[src/rre_pkg.sv]
package rre_pkg;

  localparam int CAPACITY_DEF = 1024;
  localparam int BALL_W       = 8;
  localparam int ROLL_W       = 16;
  localparam int LEFT_W       = 11;
  localparam int DIV_STEP_W   = $clog2(ROLL_W);
  localparam int IN_TDATA_W   = 24;
  localparam int OUT_TDATA_W  = 24;

  typedef enum logic {
    KIND_LOAD = 1'b0,
    KIND_TURN = 1'b1
  } kind_t;

endpackage

[src/rre_moddiv.sv]
module rre_moddiv #(
  parameter int DIVISOR_W = 11
) (
  input  logic                       clk,
  input  logic                       rst_n,
  input  logic                       start,
  input  logic [rre_pkg::ROLL_W-1:0] dividend,
  input  logic [DIVISOR_W-1:0]       divisor,
  output logic                       done,
  output logic [DIVISOR_W-1:0]       remainder
);

  logic                           busy_r, busy_nxt;
  logic                           done_r, done_nxt;
  logic [rre_pkg::DIV_STEP_W-1:0] step_r, step_nxt;
  logic [rre_pkg::ROLL_W-1:0]     quot_r, quot_nxt;
  logic [DIVISOR_W-1:0]           rem_r, rem_nxt;
  logic [DIVISOR_W:0]             trial;
  logic [DIVISOR_W:0]             trial_sub;

  // restoring division, one dividend bit per cycle, only the remainder is kept
  assign trial     = {rem_r, quot_r[rre_pkg::ROLL_W-1]};
  assign trial_sub = trial - {1'b0, divisor};

  always_comb begin
    busy_nxt = busy_r;
    done_nxt = 1'b0;
    step_nxt = step_r;
    quot_nxt = quot_r;
    rem_nxt  = rem_r;
    if (start) begin
      busy_nxt = 1'b1;
      step_nxt = '0;
      quot_nxt = dividend;
      rem_nxt  = '0;
    end else if (busy_r) begin
      quot_nxt = {quot_r[rre_pkg::ROLL_W-2:0], 1'b0};
      if (trial >= {1'b0, divisor}) begin
        rem_nxt = trial_sub[DIVISOR_W-1:0];
      end else begin
        rem_nxt = trial[DIVISOR_W-1:0];
      end
      step_nxt = step_r + 1'b1;
      if (step_r == rre_pkg::DIV_STEP_W'(rre_pkg::ROLL_W - 1)) begin
        busy_nxt = 1'b0;
        done_nxt = 1'b1;
      end
    end
  end

  always_ff @(posedge clk) begin
    if (!rst_n) begin
      busy_r <= 1'b0;
      done_r <= 1'b0;
      step_r <= '0;
    end else begin
      busy_r <= busy_nxt;
      done_r <= done_nxt;
      step_r <= step_nxt;
    end
    quot_r <= quot_nxt;
    rem_r  <= rem_nxt;
  end

  assign done      = done_r;
  assign remainder = rem_r;

endmodule

[config.mk]
export PLATFORM = sky130hd
export DESIGN_NAME = rre_moddiv
export DESIGN_NICKNAME = d
export VERILOG_FILES = /design/src/rre_pkg.sv /design/src/rre_moddiv.sv
export SDC_FILE = /design/constraint.sdc
export NUM_CORES = 1
export LEC_CHECK = 0
export BUFFER_PORTS_ARGS = -buffer_cell sky130_fd_sc_hd__buf_4
export CORE_MARGIN = 2
export CORE_UTILIZATION = 54
export CTS_BUF_LIST = sky130_fd_sc_hd__clkbuf_16
export DETAILED_ROUTE_END_ITERATION = 16
export PLACE_DENSITY = 0.81
export SLEW_MARGIN = 15
export SYNTH_ARGS = -nofsm -noshare
export SYNTH_HDL_FRONTEND = slang
export SYNTH_SLANG_ARGS = --single-unit
[constraint.sdc]
create_clock -name clk -period 3.3 [get_ports clk]
set_input_delay 0.66 -clock clk [delete_from_list [all_inputs] [get_ports clk]]
set_output_delay 0.66 -clock clk [all_outputs]
set_load 0.01 [all_outputs]
### Yosys cells after proc, flatten, opt, wreduce, memory -nomap -nowiden

Index checks and enable logic that the tools add are counted.

| storage, ports and cells | value |
|---|---|
| register bits | 33 |
| output and inout port bits | 12 |
| word-level logic and storage cells | 21 |
| input bits | 30 |

| cells by class | value |
|---|---|
| $lt $le $gt $ge | 1 |
| eq/ne operators | 1 |
| $add $sub $neg | 2 |
| bitwise gates (word level) | 2 |
| reduce and logical (&&, ||, !) cells | 3 |
| mux-type cells | 7 |

Operators with widths:

| operator | count |
|---|---|
| two-way mux 16 bit | 2 |
| greater-or-equal comparator 12 x 11 -> 1 bit | 1 |
| two-way mux 11 bit | 1 |
| subtractor 11 bit | 1 |
| adder 4 x 1 -> 4 bit, second input constant | 1 |
| equality test 4 bit, second input constant | 1 |
| two-way mux 1 bit | 4 |
| OR reduction 3 bit | 1 |
| NOT 1 bit | 2 |
| nonzero test 2 bit | 1 |
| OR reduction 2 bit | 1 |

### Longest topological paths before layout

Gate-level depths: netlist of the first run.

| logic depth | value |
|---|---|
| depth after elaboration | 4 |
| depth in mapped cells | 10 |
| mapped depth without buffers | 9 |

### Worst setup path before layout of the first run

Ideal clock, no wire load.

| timing path | value |
|---|---|
| kind | input port to flip-flop |
| from | input divisor[0] |
| to | register rem_r[10] (netlist: remainder[10]) |
| setup time | 0.088 ns |
| stages on the path | 9 |
| path buffers | 1 |
| slack | 0.631 ns |
| required time | 3.212 ns |
| arrival | 2.580 ns |
| path through | ha_1 fa_1 nor2b_1 o22a_1 o2111a_2 a211oi_2 buf_6 or3b_1 a311oi_2 |

| on the way | value |
|---|---|
| longest elaborated chain between the ends | 2 |
| elaborated cells between the ends (all ways) | 3 |
| those cells by class | add/sub: 1; order compare: 1; mux: 1 |

Ends and longest elaborated chain:

| what | line | RTL |
|---|---|---|
| start: declaration | rre_moddiv.sv:8 | `input logic [DIVISOR_W-1:0] divisor,` |
| subtractor 11 bit or greater-or-equal comparator 12 x 11 -> 1 bit (tied branches) | rre_moddiv.sv:23, rre_moddiv.sv:38 |  |
| two-way mux 11 bit * | rre_moddiv.sv:38 | `if (trial >= {1'b0, divisor}) begin` |
| end signal: assignment | rre_moddiv.sv:62 | `rem_r <= rem_nxt;` |
| end: declaration | rre_moddiv.sv:17 | `logic [DIVISOR_W-1:0] rem_r, rem_nxt;` |

Mark *: on every way between the ends. The rest lies on a longest branch, timed or not.
A chain may end at the register's enable or synchronous reset.

### Worst setup path in the final report of the first run

| timing path | value |
|---|---|
| from | input divisor[9] |
| to | register rem_r[0] (netlist: remainder[0]) |

| on the way | value |
|---|---|
| longest elaborated chain between the ends | 2 |

Ends and longest elaborated chain:

| what | line |
|---|---|
| greater-or-equal comparator 12 x 11 -> 1 bit | rre_moddiv.sv:38 |
| two-way mux 11 bit | rre_moddiv.sv:38 |

No other way between the ends.

==> results.md, run 1 <==
* Worst-Margin Slew at 0.645 ns
* Max Clock Freq at 365 MHz
* Final Util at 69.0%
* Critical path required time at 3.49 ns
* Hold Path Class: reg2reg
* Synth top area cells: edfxtp_1 (24%), dfxtp_1 (17%), mux2_2 (9.0%), ha_1 (7.5%), a311oi_1 (3.1%)
* Number of antenna cells inserted at 0
* Final Max Tran Viols at 0
* Detailed placer's ending HPWL at 2.87 mm
* Die area at 0.00423 sq mm
* Antenna viol nets, final at 0
* First-pass GRT wire length at 6.92 mm
* Synth warn at 0
* Top Ports at 42
* DIE HEIGHT at 65 microns
* Post-CTS Resized at 0
* Syn_area_per_cell at 10.1 sq um
* Final Hold Fails at 0
* Crit Path Class: in2reg
* H-tree Lvls at 2
* Maxcap violations at 0
* Core area at 0.00361 sq mm
* Final Skew at 0.00547 ns
* Yosys top cell by area: edfxtp_1
* CTS Hold Bufs at 0
* Crit path time final at 2.74 ns
* Fin Setup TNS at 0 ns
* Final Wtd Congestion at 0.852
* Fillcell total at 278
* Area grow syn2layout at 23.8%
* DRC at 0
* Antenna violations before repair at 0
* CTS tree: built
* RSZ-0062 raised after global routing: no
* Leakage power at 1.09 nW
* Routed vias at 1,593
* Row count at 22
* DRT Wirelength at 4.05 mm
* Mapped Area at 0.00201 sq mm
* Starting density of the core at 55.7%
* EDFF count, synth at 16
* Clock Latency Late Sink at 0.27 ns
* Status: finished, final reports clean
* Port buffer count at 41
* Top-count cell post-synth: dfxtp_1
* Grt ovf at 0
* Share of the synthesized area in the top cell type at 23.9%
* Library cells used by synthesis at 54
* PwrDens at 492 mW/mm^2
* Critical Path Start Type: input pin
* Main synth FF type: dfxtp_1
* CTS Buf Count at 5
* Register area share after synthesis at 40.8%
* Worst EP arrival at 2.93 ns
* Post-CTS setup buffers at 0
* Worst-path maximum fanout at 11
* Largest net degree at the start of global routing at 31
* Final period util at 83.0%
* Maximum vdd ir drop at 0.000244 V
* #FFs+latches synth at 33
* TritonCTS Sinks at 33
* Top post-synthesis cells by count: dfxtp_1 (17), edfxtp_1 (16), inv_1 (16), mux2_2 (16), nand2_1 (16)
* Vias in the first global route at 1,538
* Asr flop ratio synth at 0%
* Wire per inst at 14.0 microns
* Die X at 65 microns
* Clock slew at reported path FFs at 0.06 ns
* Total GRT Usage at 21.3%
* DR iter-0 viols at 101
* Clock buffer depth at 2
* Share of layout cells above drive strength 1 at 32.4%
* DR pass1 iterations at 4
* Final net count at 283
* Mapped Cells at 199
* Root buffer cell: clkbuf_16
* CP endpoint kind: register
* Max_slew headroom at 56.9%
* Mapped Nets at 242
* Final setup violation count at 0
* Vias per cell at 5.51
[metrics by stage]
step | setup WS, ns | cell area (sq um) | hold slack, ns | total power (W) | std cells
2_1_floorplan | 0.631 | 2010 | 0.454 | 0.000703 | 199
3_3_place_gp | 0.332 | 2350 | 0.478 | 0.000783 | 281
3_5_place_dp | 0.294 | 2350 | 0.491 | 0.000788 | 281
4_1_cts | 0.578 | 2490 | 0.495 | 0.00123 | 289
5_1_grt | 0.420 | 2490 | 0.520 | 0.00129 | 289
6_report | 0.562 | 2490 | 0.483 | 0.00122 | 289
[metal layers]
layer / global-route usage (%) / vias to the layer above / wire length [microns] / part of all wire, %
met5: 0 / - / 0 / 0
met4: 4.79 / 0 / 33 / 0.81
met3: 5.21 / 4 / 137 / 3.4
met2: 35.1 / 26 / 1980 / 49
met1: 28.5 / 745 / 1900 / 47
li1: - / 818 / - / -
[final cells by class]
cell class / count / area, sq um / area share (%)
multi-input cells: 142 / 1090 / 43.8
clock inverters: 3 / 16.3 / 0.654
repair buffers: 42 / 315 / 12.7
inverters: 16 / 60.1 / 2.41
flip-flops and latches: 33 / 821 / 33.0
well taps: 48 / 60.1 / 2.41
clock buffers: 5 / 125 / 5.03
[power breakdown]
part / switching, W / internal (W) / total [W]
registers: 0.0000225 / 0.000470 / 0.000493
logic: 0.000148 / 0.000142 / 0.000290
clock network: 0.000165 / 0.000276 / 0.000441
total: 0.000335 / 0.000888 / 0.00122
[worst paths after layout]
check                      end  slack, ns        from  depth (start not counted)
setup / recovery  remainder[0]       0.56  divisor[9]                          8
hold / removal            done       0.48   step_r[2]                          2
setup reg to reg  remainder[0]       0.65  quot_r[15]                          9
hold reg to reg           done       0.48   step_r[2]                          2
[registers in the layout (all words and copies together) (netlist names)]
signal     count
done           1
remainder     11
busy_r         1
quot_r        16
step_r         4
[cells by family (layout without fill, tap and decap cells)]
logic type	after synthesis	count (layout)	synth area share, %
buffers and inverters	24	66	4.86
multiplexers	20	20	11.0
flip-flops	33	33	40.8
AND/OR/NAND/NOR	61	61	16.1
AO/OA/AOI/OAI	42	42	16.1
adder cells (fa/ha/maj)	13	13	8.47
XOR/XNOR	6	6	2.62
[critical path, cell delays in order]
cell	delay, ns
buf_4	0.08
inv_1	0.03
ha_1	0.38
a21o_2	0.25
a211o_1	0.34
a211oi_2	0.58
mux2_2	0.41
a211oi_1	0.21
[placed cells by master (no fill, tap or decap), types with 3 or more instances in the layout]
cell / Yosys / final
edfxtp_1: 16 / 16
ha_1: 12 / 12
nand3_1: 3 / 3
nor3_1: 4 / 4
a21o_1: 3 / 3
nand2_1: 16 / 16
dfxtp_1: 17 / 17
xor2_1: 3 / 3
a21oi_1: 4 / 4
o21ai_0: 6 / 6
xnor2_1: 3 / 3
inv_1: 16 / 16
mux2_2: 16 / 16
clkbuf_16: 0 / 5
mux2i_1: 4 / 4
buf_4: 0 / 42
a311oi_1: 7 / 7
nor2b_1: 4 / 4
or2_2: 3 / 3
nor2_1: 15 / 15
Note: power is estimated with default switching activity, not from simulation.
==> run 2, diff against run 1 <==
--- a/config.mk
+++ b/config.mk
@@ -7,10 +7,10 @@
 export LEC_CHECK = 0
 export BUFFER_PORTS_ARGS = -buffer_cell sky130_fd_sc_hd__buf_4
 export CORE_MARGIN = 2
-export CORE_UTILIZATION = 54
+export CORE_UTILIZATION = 49
 export CTS_BUF_LIST = sky130_fd_sc_hd__clkbuf_16
 export DETAILED_ROUTE_END_ITERATION = 16
-export PLACE_DENSITY = 0.81
+export PLACE_DENSITY = 0.78
 export SLEW_MARGIN = 15
 export SYNTH_ARGS = -nofsm -noshare
 export SYNTH_HDL_FRONTEND = slang
==> constraint.sdc (replaced) <==
create_clock -name clk -period 2.35 [get_ports clk]
set_input_delay 0.47 -clock clk [delete_from_list [all_inputs] [get_ports clk]]
set_output_delay 0.47 -clock clk [all_outputs]
set_load 0.01 [all_outputs]
==> results.md, run 2 (synthesis gave the netlist of run 1 again) <==
* Grt ovf at 0 (unchanged)
* Die X at 68.0 microns (+4.7%)
* Vias per cell at 5.58 (+1.3%)
* Largest register FFs at 16 (unchanged)
* RSZ-0062 raised after global routing: yes
* Final Wtd Congestion at 0.839 (-1.5%)
* Crit Path Class: reg2reg
* Die area at 0.00463 sq mm (+9.6%)
* GR Util met2 at 36.8% (+1.7 points)
* PwrDens at 698 mW/mm^2 (+42%)
* Final Hold Fails at 0 (unchanged)
* Max_slew headroom at 57.8% (+0.85 points)
* R2R Path End: remainder[0]
* Switching part of the total at 27.2% (-0.16 points)
* Share of layout cells above drive strength 1 at 45.6% (+13 points)
* DRC at 0 (unchanged)
* CP endpoint kind: register
* Root buffer cell: clkbuf_16
* DIE HEIGHT at 68.0 microns (+4.7%)
* Top Ports at 42 (unchanged)
* Combinational power share at 27.4% (+3.7 points)
* Hold Path Class: in2reg
* R2R Setup Slk at 0.007 ns (-0.64 ns)
* Starting density of the core at 50.6% (-5.1 points)
* Vias in the first global route at 1,681 (+9.3%)
* Final setup violation count at 0 (unchanged)
* CTS tree: built
* Core area at 0.00397 sq mm (+10%)
* Port buffer count at 41 (unchanged)
* Seq pwr share at 35.0% (-5.3 points)
* CTS Buf Count at 5 (unchanged)
* Maximum vdd ir drop at 0.000418 V (+71%)
* R2r startpoint: quot_r[15]
* Row count at 23 (+4.5%)
* Crit path from: quot_r[15]
* Grt met3 use at 3.62% (-1.6 points)
* Area grow syn2layout at 42.1%
* FF-to-FF path depth at 9 (unchanged)
* Worst EP arrival at 2.53 ns (-0.40 ns)
* Routed vias at 1,786 (+12%)
* Max Clock Freq at 427 MHz
* Crit path time final at 2.34 ns
* Hold Path Depth at 2 (unchanged)
* Sw power at 0.000543 W (+62%)
* Wire per inst at 16.0 microns (+14%)
* Final Max Tran Viols at 0 (unchanged)
* CTS Hold Bufs at 0 (unchanged)
* Worst-path maximum fanout at 6 (-5)
* Number of antenna cells inserted at 0 (unchanged)
* GRT Max-Usage Layer: met2
* Met1 GRT Util at 33.2% (+4.8 points)
* Final Skew at 0.00818 ns (+0.00271 ns)
* Clock Latency Late Sink at 0.28 ns (about the same)
* Total GRT Usage at 23.3% (+1.9 points)
* DR iter-0 viols at 134 (+33%)
* Most frequent cells in the layout: buf_4 (70), dfxtp_1 (16), edfxtp_1 (16)
* Final Util at 71.9% (+2.9 points)
* Most common cell after layout, fill and taps aside: buf_4
* Antenna viol nets, final at 0 (unchanged)
* DRT Wirelength at 5.13 mm (+27%)
* Hold Startpoint: rst_n
* Final net count at 312 (+10%)
* Clock buffer depth at 2 (unchanged)
* Largest Register: quot_r
* First-pass GRT wire length at 8.09 mm (+17%)
* Maxcap violations at 0 (unchanged)
* Critical Path Start Type: register
* Endpoint of the worst hold path: busy_r
* Largest net degree at the start of global routing at 31 (unchanged)
* Clock share of power at 37.5% (+1.4 points)
* Final period util at 99.7%
* Antenna violations before repair at 0 (unchanged)
* Leakage power at 1.26 nW (+15%)
* TritonCTS Sinks at 33 (unchanged)
* Int Power at 0.00145 W (+63%)
* Clock slew at reported path FFs at 0.05 ns (about the same)
* Status: finished, final reports clean
* Worst-Margin Slew at 0.632 ns (-0.0124 ns)
* Critical path required time at 2.54 ns (-0.95 ns)
* Detailed placer's ending HPWL at 3.50 mm (+22%)
* Total power at 0.00199 W (+63%)
* H-tree Lvls at 2 (unchanged)
* DR pass1 iterations at 4 (unchanged)
run 2: metal layers:
metal | vias to the layer above | routed length, microns
met5 | - | 0
met2 | 45 | 2520
li1 | 877 | -
met4 | 0 | 49
met3 | 4 | 206
met1 | 860 | 2360
run 2: worst max-delay path by stage:
stage                                to  slack (ns)
after floorplan           remainder[10]       -0.03
after global placement     remainder[5]       -0.25
after detailed placement   remainder[6]       -0.32
after CTS                  remainder[0]      0.0002
after global routing       remainder[6]       -0.07
final                      remainder[0]       0.007
run 2: through the flow:
stage	setup TNS, ns	cells	cell area [sq um]	hold WS (ns)	setup slack (ns)
after floorplan	-0.0336	199	2060	0.454	-0.0336
after global placement	-1.93	311	2610	0.472	-0.248
after detailed placement	-2.10	311	2610	0.471	-0.321
after CTS	0	319	2820	0.468	0.000189
after global routing	-0.394	320	2860	0.483	-0.0668
final	0	320	2860	0.453	0.00692
run 2: cell type report:
cell class | instances | area [sq um]
multi-input cells | 142 | 1200
fillers | 300 | 1120
flip-flops and latches | 33 | 822
repair buffers | 71 | 537
clock buffers | 5 | 125
well taps | 50 | 62.6
inverters | 16 | 60.1
clock inverters | 3 | 46.3
run 2: power by group through the flow:
stage,registers [W],clock network [W],logic (W)
detailed placement,0.000707,0,0.000502
global placement,0.000704,0,0.000491
finish,0.000698,0.000748,0.000546
CTS,0.000697,0.000749,0.000527
global route,0.000704,0.000776,0.000593
floorplan,0.000702,0,0.000300
run 2: critical path: stages (launching register included):
cell	delay, ns
edfxtp_1	0.39
inv_2	0.09
ha_4	0.13
fa_2	0.23
nor2b_4	0.06
o22a_1	0.17
o2111a_2	0.30
a211oi_4	0.34
mux2_4	0.34
a211oi_2	0.20
run 2: repair_timing:
action                     CTS  global route
gates resized for setup      9             7
cloned                       0             0
buffers inserted             0             1
pin swaps                    4             1
setup endpoints to repair    8            11
